==> src/design/approx_min_enclosing_sphere_macros.svh <==
// Assertion macros shared by the sphere fitter.
// Each check samples on clk and is off while arst_n is low.
`ifndef APPROX_MIN_ENCLOSING_SPHERE_MACROS_SVH
`define APPROX_MIN_ENCLOSING_SPHERE_MACROS_SVH
`ifndef ASSERT_OFF
`define AMES_ASSERT(lbl, prop) lbl: assert property (@(posedge clk) disable iff (!arst_n) \
	prop) else $error("ames check failed");
`define AMES_ASSERT_NEXT(lbl, ante, cons) lbl: assert property (@(posedge clk) \
	disable iff (!arst_n) (ante) |=> (cons)) else $error("ames check failed");
`else
`define AMES_ASSERT(lbl, prop)
`define AMES_ASSERT_NEXT(lbl, ante, cons)
`endif
`endif

==> src/design/ames_pkg.sv <==
`timescale 1ns / 1ps
`default_nettype none
package ames_pkg;

	// One input point with its end-of-set mark.
	typedef struct packed {
		logic signed [23:0] point_x;
		logic signed [23:0] point_y;
		logic signed [23:0] point_z;
		logic               last_point;
	} point_t;

	// One fitted sphere.
	typedef struct packed {
		logic signed [23:0] centre_x;
		logic signed [23:0] centre_y;
		logic signed [23:0] centre_z;
		logic [24:0]        radius;
		logic               overflow_flag;
	} result_t;

	// Register indexes of the write port.
	localparam logic [1:0] REG_ROUND_COUNT  = 2'd0;
	localparam logic [1:0] REG_INITIAL_STEP = 2'd1;
	localparam logic [1:0] REG_STEP_DECAY   = 2'd2;

	localparam logic [19:0] ROUND_COUNT_RESET  = 20'd100000;
	localparam logic [16:0] INITIAL_STEP_RESET = 17'd65536;
	localparam logic [15:0] STEP_DECAY_RESET   = 16'd65470;

	// A step of one in Q1.16.
	localparam logic [16:0] STEP_ONE = 17'd65536;

	// Squared distance width and root width.
	localparam int DIST_W = 50;
	localparam int ROOT_W = 25;

endpackage
`default_nettype wire

==> src/design/ames_isqrt.sv <==
`timescale 1ns / 1ps
`default_nettype none
module ames_isqrt (
	input  wire logic                      clk,
	input  wire logic                      arst_n,
	input  wire logic                      start,
	input  wire logic [ames_pkg::DIST_W-1:0] value,
	output logic                           done,
	output logic [ames_pkg::ROOT_W-1:0]    root
);
	import ames_pkg::*;

	logic [DIST_W-1:0] v_q;
	logic [ROOT_W+2:0] rem_q;
	logic [ROOT_W-1:0] root_q;
	logic [4:0]        cnt_q;
	logic              run_q;
	logic              done_q;
	logic [ROOT_W+2:0] rem_n;
	logic [ROOT_W+2:0] trial;

	// Bring down the next two bits and try the next root bit.
	assign rem_n = {rem_q[ROOT_W:0], v_q[DIST_W-1 -: 2]};
	assign trial = {1'b0, root_q, 2'b01};

	// One root bit per cycle, most significant first.
	always_ff @(posedge clk or negedge arst_n) begin
		if (!arst_n) begin
			run_q  <= 1'b0;
			done_q <= 1'b0;
			cnt_q  <= '0;
			v_q    <= '0;
			rem_q  <= '0;
			root_q <= '0;
		end else begin
			done_q <= 1'b0;
			if (start) begin
				run_q  <= 1'b1;
				v_q    <= value;
				rem_q  <= '0;
				root_q <= '0;
				cnt_q  <= 5'(ROOT_W - 1);
			end else if (run_q) begin
				v_q <= {v_q[DIST_W-3:0], 2'b00};
				if (rem_n >= trial) begin
					rem_q  <= rem_n - trial;
					root_q <= {root_q[ROOT_W-2:0], 1'b1};
				end else begin
					rem_q  <= rem_n;
					root_q <= {root_q[ROOT_W-2:0], 1'b0};
				end
				if (cnt_q == '0) begin
					run_q  <= 1'b0;
					done_q <= 1'b1;
				end else begin
					cnt_q <= cnt_q - 5'd1;
				end
			end
		end
	end

	assign done = done_q;
	assign root = root_q;

endmodule
`default_nettype wire

==> config.mk <==
export PLATFORM = sky130hd
export DESIGN_NAME = ames_isqrt
export DESIGN_NICKNAME = d
export VERILOG_FILES = /design/src/design/approx_min_enclosing_sphere_macros.svh /design/src/design/ames_pkg.sv /design/src/design/ames_isqrt.sv
export SDC_FILE = /design/constraint.sdc
export NUM_CORES = 1
export LEC_CHECK = 0
export BUFFER_PORTS_ARGS = -buffer_cell sky130_fd_sc_hd__buf_2
export CAP_MARGIN = 40
export CORE_MARGIN = 10
export CORE_UTILIZATION = 59
export CTS_CLUSTER_SIZE = 30
export DETAILED_ROUTE_END_ITERATION = 8
export GPL_ROUTABILITY_DRIVEN = 0
export GPL_TIMING_DRIVEN = 0
export PLACE_DENSITY = 0.81
export SETUP_SLACK_MARGIN = 0.15
export SKIP_CTS_REPAIR_TIMING = 1
export SYNTH_ARGS = -nofsm -noshare
export SYNTH_HDL_FRONTEND = slang
export SYNTH_SLANG_ARGS = --single-unit
==> constraint.sdc <==
create_clock -name clk -period 3.6 [get_ports clk]
set_clock_uncertainty 0.05 [all_clocks]
set_input_delay 0.36 -clock clk [delete_from_list [all_inputs] [get_ports clk]]
set_output_delay 0.36 -clock clk [all_outputs]
set_load 0.02 [all_outputs]
==> results of run 1 <==
## state kept, by name (all words and copies together) (netlist names)
| register | cells |
|---|---|
| run_q | 1 |
| rem_q | 26 |
| root | 25 |
| cnt_q | 5 |
| done | 1 |
| v_q | 50 |
## where the power goes
part	internal [mW]	switching [mW]	total, mW
Combinational	1.28	1.65	2.92
Sequential	1.40	0.148	1.54
Clock	0.334	0.460	0.794
## final timing paths
check | cells past startpoint | startpoint | end | slack, ns
max in group asynchronous | 2 | arst_n | v_q[2] | 2.83
setup reg to reg | 10 | root[4] | rem_q[19] | 0.54
hold / removal | 1 | arst_n | root[11] | -0.06
min in group clk | 3 | value[12] | v_q[12] | 0.12
hold reg to reg | 2 | rem_q[25] | rem_q[25] | 0.48
setup / recovery | 10 | root[4] | rem_q[19] | 0.54
## cells by family after synthesis
logic type / count (synthesis) / share of synthesized area
AOI/OAI and AO/OA: 168 / 0.1741
muxes: 85 / 0.1311
and+or+nand+nor: 203 / 0.1415
buffers and inverters: 76 / 0.04993
adders and majority gates: 29 / 0.05591
xor gates and xnor gates: 23 / 0.03104
DFF: 108 / 0.4164
## cells in the mapped netlist (3+ instances only)
cell,n
dfrtp_1,108
mux2i_1,85
nand2_1,78
nor2_1,65
o21ai_0,63
inv_1,34
ha_1,29
clkbuf_1,28
a21oi_1,26
a211oi_1,17
a21o_1,13
xnor2_1,13
nand3_1,10
xor2_1,10
nor3_1,9
o21a_1,9
nand2b_1,8
buf_1,7
nor2b_1,6
a311oi_1,5
nand4_1,5
buf_6,4
a31oi_1,3
and2_1,3
o2111ai_1,3
o211ai_1,3
or2_2,3
## per-layer routing
metal | up-vias | routed length, µm | global-route usage
li1 | 2616 | - | -
met4 | 0 | 467 | 0.09892
met1 | 2627 | 6917 | 0.2439
met5 | - | 0 | 0
met3 | 39 | 1137 | 0.04979
met2 | 198 | 7622 | 0.3325
## layout by cell type, fill, tap and decap left out, types with 13 or more instances in the layout
cell and n:
nor2_1 65, nand2_1 78, mux2i_1 85, dfrtp_1 108, xnor2_1 13, a21oi_1 26
ha_1 29, a21o_1 13, o21ai_0 63, inv_1 34, buf_2 77, clkbuf_1 28
a211oi_1 17
## worst register-to-register path, delay by kind of cell, from the launching register on
kind,cells,cell delay (ns)
buf+inv,1,0.07
compound gates,5,1.57
flops,1,0.39
mux,1,0.24
fa+ha+maj,1,0.37
simple gates,2,0.29
## cell type report
class,count,area [µm²],share of cell area
multi-input combinational,508,3463,0.4751
sequential,108,2703,0.3708
timing repair buffer,78,415.4,0.05699
buffer,42,196.4,0.02695
tap,140,175.2,0.02403
inverter,34,127.6,0.01751
clock buffer,9,123.9,0.01699
clock inverter,7,85.08,0.01167
## per-stage QoR
stage | cell area [µm²] | power [mW] | worst slack, ns | hold WS, ns
global placement | 7051 | 4.301 | 0.6724 | 0.4240
CTS | 7289 | 5.209 | 0.5850 | -0.03353
floorplan | 6490 | 3.783 | 0.8392 | 0.01441
finish | 7289 | 5.262 | 0.5397 | -0.05883
detailed placement | 7081 | 4.408 | 0.6150 | 0.3891
global route | 7289 | 5.609 | 0.3405 | 0.00007661
==> impl_results.md, run 1 <==
- Outcome: finished, violations left
- Failing checks: negative hold slack
- Pin count of the biggest net entering global routing: 60
- Ports: 79
- Residual DRC: 0
- CTS buffer count: 9
- Synth top area share: 0.4164
- Fin. Hold Viols: 49
- Final setup violation count: 0
- Final core utilization: 0.6754
- RSZ-0062 raised after global routing: false
- Fin. max-slew vios: 0
- Fin cells: 926
- Synth area leaders: dfrtp_1 42%, mux2i_1 13%, ha_1 5.6%
- Net Count, Synth: 774
- Worst setup SP type: flop
- First-pass GRT wire length: 26.72 mm
- H-tree levels: 3
- Routed wire length: 16.15 mm
- Core area: 10790 µm²
- Avg Vias per Cell: 5.918
- Gate Count Post-Synth: 692
- Root Buffer: clkbuf_8
- Via count: 5480
- Fmax: 326.8 MHz
- Initial Util: 0.6013
- Clock period minus worst slack: 3.060 ns
- Insertion delay to the later sink of the worst-skew pair: 0.39 ns
- Final nets: 863
- Ordered list of cells on the worst path: inv_1, ha_1, a211oi_1, nor2_1, a2111oi_2, o211ai_2, a31oi_4, mux2i_1, nand4_1, a311oi_2
- Die Ht: 124.9 µm
- Yosys top cell by area: dfrtp_1
- # rows: 38
- Share of cells above drive strength 1: 0.1527
- Number of port buffers: 77
- Top FF cell, synth: dfrtp_1
- Relative slew slack: 0.4428
- GR Overflow Total: 0
- Max_cap viols: 0
- Overall routing resource usage: 0.2028
- Die W: 124.9 µm
- Placed cell count: 910
- Buf+Inv Stages, Crit Path: 1
- Worst Hold Class: in -> async
- Min Hold Slack: -0.05883 ns
- Power per Cell Area: 721.8 nW/µm²
- Area grow syn2layout: 12.32%
- Final-layout fill cell count: 874
- Post-detailed-route wirelength per cell: 17.44 µm
- Cell family with most CP delay: compound AO/OA/AOI/OAI gates
- Initial antenna violation count: 0
- Maximum VDD drop: 0.3776 mV
- Leak: 3.857 nW
- Post-synth EDFFs: 0
- Ant diodes: 0
- Initial DRC Count: 301
- Vias in the first global route: 5657
- CTS tree: built
- Synth Warn #: 0
- Register area share after synthesis: 0.4164
- CTS sink cnt: 108
- Post-DP HPWL: 12.03 mm
- Distinct cells, synth: 61
- Mean post-synth cell area: 9.379 µm²
- Crit path kind: reg -> reg
- CP arrival: 3.32 ns
- CP max FO: 6
- Synth Cell Area: 6490 µm²
- CP max stage cell: a2111oi_2
- Endpoint type of the worst setup path: flop
- Crit path largest cell delay: 0.44 ns
- Async SR Flop Fraction: 1.000
- Required time worst endpoint: 3.86 ns
- Die footprint: 15600 µm²
- Worst slew pin tran: 0.8357 ns
- Setup TNS: 0 ns
- Drt pass-1 iters: 5
- Synthesis-stage register bit count: 108
- Fin crit share: 0.8501
- Max Root-Sink Buffers: 2
- Worst-path clk slew: 0.11 ns
- Post-route ant nets: 0
Power figures use the tool's default switching activity.
==> run 2, diff against run 1 <==
clock period = 3 ns   (was 3.6 ns; I/O delays follow)
==> impl_results.md, run 2 (synthesis results as in run 1) <==
- Fin crit share: 0.9564
- Sequential share of power: 0.259
- Switch share: 0.4290
- Logic gate share of total power: 0.609
- Net switching power: 3.115 mW
- Post-detailed-route wirelength per cell: 18.55 µm
- RSZ-0062 raised after global routing: true
- R2R Path Start: root[14]
- Clock power share: 0.131
- Fmax: 348.5 MHz
- Worst slew pin tran: 0.8292 ns
- Initial antenna violation count: 0
- Insertion delay to the later sink of the worst-skew pair: 0.39 ns
- Number of port buffers: 77
- Leak: 4.021 nW
- Worst R2R End: rem_q[22]
- Die W: 124.9 µm
- Share of cells above drive strength 1: 0.2283
- Residual DRC: 0
- Routed wire length: 17.55 mm
- Final setup violation count: 0
- Max_cap viols: 0
- Min Hold Slack: 0.06046 ns
- Storage element area: 2705 µm²
- CP arrival: 3.12 ns
- Commonest non-fill, non-tap cell in the layout: dfrtp_1
- Reg2reg path depth: 11
- Place WS: 0.01495 ns
- Area occupied by multi-input gates: 3795 µm²
- Via count: 5664
- CP max FO: 8
- Overall routing resource usage: 0.2028
- Setup TNS: 0 ns
- Fin cells: 946
- Largest register by flop count: v_q
- Hold endpoint: v_q[12]
- Worst Hold Class: in -> reg
- Post-route ant nets: 0
- Maximum VDD drop: 0.4915 mV
- Vias in the first global route: 5657
- CTS tree: built
- Initial DRC Count: 417
- Hold path start: value[12]
- Required time worst endpoint: 3.25 ns
- Pin count of the biggest net entering global routing: 60
- Flop2flop setup slack: 0.13 ns
- Most crowded layer after global routing: met2
- H-tree levels: 3
- CTS sink cnt: 108
- Fin. max-slew vios: 0
- Fin. Hold Viols: 0
- Ports: 79
- Hold Path Stages: 3
- Initial Util: 0.6013
- Crit path kind: reg -> reg
- GR Overflow Total: 0
- Power Internal: 4.146 mW
- Relative slew slack: 0.4472
- Die footprint: 15600 µm²
- Worst setup SP type: flop
- GR Util met1: 0.2439
- Most frequent cells in the layout: 106 x dfrtp_1, 85 x mux2i_1, 77 x nand2_1, 77 x buf_2, 65 x nor2_1
- Met3 GRT Util: 0.04979
- Post-DP HPWL: 12.03 mm
- Ant diodes: 0
- Die Ht: 124.9 µm
- Post-layout power: 7.261 mW
- First-pass GRT wire length: 26.72 mm
- Max FFs per register: 50
- # rows: 38
- Placed cell count: 910
- Final nets: 883
- Avg Vias per Cell: 5.987
- Area grow syn2layout: 20.53%
- Worst-path clk slew: 0.11 ns
- Outcome: finished clean
- Final-layout fill cell count: 782
- Max Root-Sink Buffers: 2
- Root Buffer: clkbuf_8
- Core area: 10790 µm²
- Clock period minus worst slack: 2.869 ns
- Drt pass-1 iters: 5
- Grt met2 use: 0.3325
- Power per Cell Area: 928.2 nW/µm²
- Worst Slack Setup Final: 0.1309 ns
- CTS buffer count: 9
- Endpoint type of the worst setup path: flop
## run 2: metal layers
layer | vias to the layer above | wire length [µm]
li1 | 2657 | -
met5 | - | 0
met3 | 42 | 1340
met4 | 0 | 561
met2 | 262 | 8420
met1 | 2703 | 7230
## run 2: worst max-delay path, cell delays in order (launching register included)
cell and delay [ns]:
dfrtp_1 0.42, inv_1 0.07, ha_2 0.30, and2_1 0.17, clkbuf_2 0.18, a21o_1 0.26, a2111oi_4 0.45, nand3b_1 0.18
a31oi_2 0.22, xnor2_1 0.15, nand2_1 0.07, a311oi_1 0.23
## run 2: per-stage QoR
step,util,cell area (µm²)
4_1_cts,0.6754,7289
6_report,0.7248,7823
2_1_floorplan,-,6490
3_3_place_gp,0.6533,7051
3_5_place_dp,0.6560,7081
5_1_grt,0.7248,7823
## run 2: worst max-delay path by stage
stage / from / end / slack, ns / depth (start not counted)
final: root[14] / rem_q[22] / 0.13 / 11
after global routing: root[18] / rem_q[25] / 0.004 / 12
after CTS: root[4] / rem_q[19] / -0.01 / 10
after detailed placement: root[4] / rem_q[19] / 0.01 / 10
after global placement: root[4] / rem_q[19] / 0.07 / 10
after floorplan: root[4] / rem_q[19] / 0.24 / 10
## run 2: final cells by class
| class | count | share of cell area |
|---|---|---|
| Tap cell | 140 | 0.02239 |
| Multi-Input combinational cell | 508 | 0.4851 |
| Clock buffer | 9 | 0.01583 |
| Timing Repair Buffer | 98 | 0.07486 |
| Sequential cell | 108 | 0.3458 |
| Inverter | 34 | 0.01631 |
| Clock inverter | 7 | 0.01088 |
| Buffer | 42 | 0.02879 |
## run 2: power groups by stage
stage          registers, mW  clock network (mW)  logic [mW]
2_1_floorplan           1.83                   0        2.71
3_3_place_gp            1.86                   0        3.30
3_5_place_dp            1.87                   0        3.42
4_1_cts                 1.85               0.962        3.44
5_1_grt                 1.90                1.03        4.72
6_report                1.88               0.953        4.43
==> run 3, diff against run 2 <==
CORE_ASPECT_RATIO = 1.5   (was unset)
CORE_UTILIZATION = 53   (was 59)
PLACE_DENSITY = 0.77   (was 0.81)
clock period = 2.6 ns   (was 3 ns; I/O delays follow)
==> impl_results.md, run 3 (synthesis results as in run 1) <==
- Outcome: finished, violations left
- Failing checks: negative setup slack
- Worst-path clk slew: 0.07 ns
- Area grow syn2layout: 26.70%
- Commonest non-fill, non-tap cell in the layout: dfrtp_1
- Die footprint: 17160 µm²
- Number of port buffers: 77
- Die Ht: 155.5 µm
- Final-layout fill cell count: 923
- Worst Hold Class: in -> reg
- Root Buffer: clkbuf_16
- R2R Path Start: rem_q[18]
- Min Hold Slack: 0.06260 ns
- Pin count of the biggest net entering global routing: 65
- CTS buffer count: 9
- Grt met2 use: 0.3485
- Critical Path End: rem_q[23]
- GR Util met1: 0.2134
- Worst R2R End: rem_q[23]
- Final nets: 895
- Worst setup SP type: flop
- Initial antenna violation count: 0
- RSZ-0062 raised after global routing: true
- Maximum VDD drop: 0.7143 mV
- Fmax: 346.2 MHz
- Max Root-Sink Buffers: 2
- CP startpoint: rem_q[18]
- Area occupied by multi-input gates: 3930 µm²
- CTS sink cnt: 108
- Fin. Hold Viols: 0
- Crit path kind: reg -> reg
- Final setup violation count: 27
- Initial DRC Count: 437
- Power per Cell Area: 1137 nW/µm²
- Most crowded layer after global routing: met2
- Insertion delay to the later sink of the worst-skew pair: 0.35 ns
- Worst slew pin tran: 0.8597 ns
- Drt pass-1 iters: 5
- Routed wire length: 18.40 mm
- Storage element area: 2729 µm²
- Share of cells above drive strength 1: 0.2861
- Endpoint type of the worst setup path: flop
- Met3 GRT Util: 0.03267
- Setup TNS: -4.459 ns
- Post-route ant nets: 0
- Clock period minus worst slack: 2.889 ns
- Max FFs per register: 50
- First-pass GRT wire length: 27.17 mm
- Hold path start: value[11]
- # rows: 49
- CP arrival: 3.06 ns
- Avg Vias per Cell: 5.966
- Vias in the first global route: 5699
- Via count: 5793
- CTS tree: built
- Fin crit share: 1.111
- Ant diodes: 0
- Die W: 110.4 µm
- Ports: 79
- Post-layout power: 9.346 mW
- Post-DP HPWL: 12.63 mm
- GR Overflow Total: 0
- Worst Slack Setup Final: -0.2886 ns
- Leak: 4.128 nW
- Post-detailed-route wirelength per cell: 18.95 µm
- Most frequent cells in the layout: 87 x dfrtp_1, 81 x mux2i_1, 77 x buf_2, 75 x nand2_1, 63 x nor2_1
- Flop2flop setup slack: -0.29 ns
- Max_cap viols: 0
- Core area: 12020 µm²
- Reg2reg path depth: 11
- Required time worst endpoint: 2.77 ns
- Fin. max-slew vios: 0
- CP max FO: 7
- Initial Util: 0.5401
- Overall routing resource usage: 0.1962
- H-tree levels: 3
- Largest register by flop count: v_q
- Residual DRC: 0
- Relative slew slack: 0.4269
run 3: cell types whose count changed in the layout (fill, tap and decap cells not counted), moves of 7 or more:
cell and change:
dfrtp_1 -19, dfrtp_2 +19, clkbuf_16 +11, buf_4 +9, clkbuf_8 -9, ha_4 +7
run 3: area by class of cell:
type                       instances  share of cell area
buffer                            42             0.02861
sequential                       108              0.3319
multi-input combinational        508              0.4779
inverter                          34             0.01552
clock buffer                      11             0.02830
tap                              153             0.02328
timing repair buffer             110             0.08688
clock inverter                     5            0.007608
run 3: worst min path at each step:
| stage | to | cells past startpoint | slack [ns] |
|---|---|---|---|
| 2_1_floorplan | cnt_q[0] | 0 | -0.09 |
| 3_5_place_dp | v_q[11] | 1 | 0.26 |
| 4_1_cts | v_q[11] | 1 | -0.11 |
| 5_1_grt | v_q[34] | 3 | 0.07 |
| 6_report | v_q[11] | 3 | 0.06 |
| 3_3_place_gp | rem_q[25] | 2 | 0.42 |
run 3: critical path: stages, from the launching register on:
cell	delay, ns
dfrtp_1	0.45
ha_4	0.30
buf_6	0.09
nand4_1	0.18
or4_1	0.53
o211ai_1	0.23
o21ai_2	0.14
and2_4	0.19
buf_8	0.13
clkbuf_16	0.15
a32oi_2	0.22
o31ai_2	0.10
run 3: report_power, final:
group	total [mW]	switching, mW	internal (mW)	leakage, nW
sequential	2.19	0.257	1.94	1.34
combinational	5.76	2.95	2.80	2.64
clock	1.39	0.638	0.756	0.142
total	9.35	3.85	5.50	4.13
run 3: routing by layer:
layer	up-vias	share of wire
met1	2770	0.37
met3	77	0.056
met4	0	0.047
li1	2690	-
met2	256	0.53
met5	-	0
run 3: metrics by stage:
step | std cells | cell area (µm²) | util | setup slack (ns)
finish | 971 | 8223 | 0.6843 | -0.2886
global route | 971 | 8223 | 0.6843 | -0.3292
CTS | 939 | 7517 | 0.6256 | -0.5575
detailed placement | 923 | 7222 | 0.6010 | -0.5275
global placement | 922 | 7192 | 0.5985 | -0.4262
floorplan | 692 | 6615 | - | 0.005970
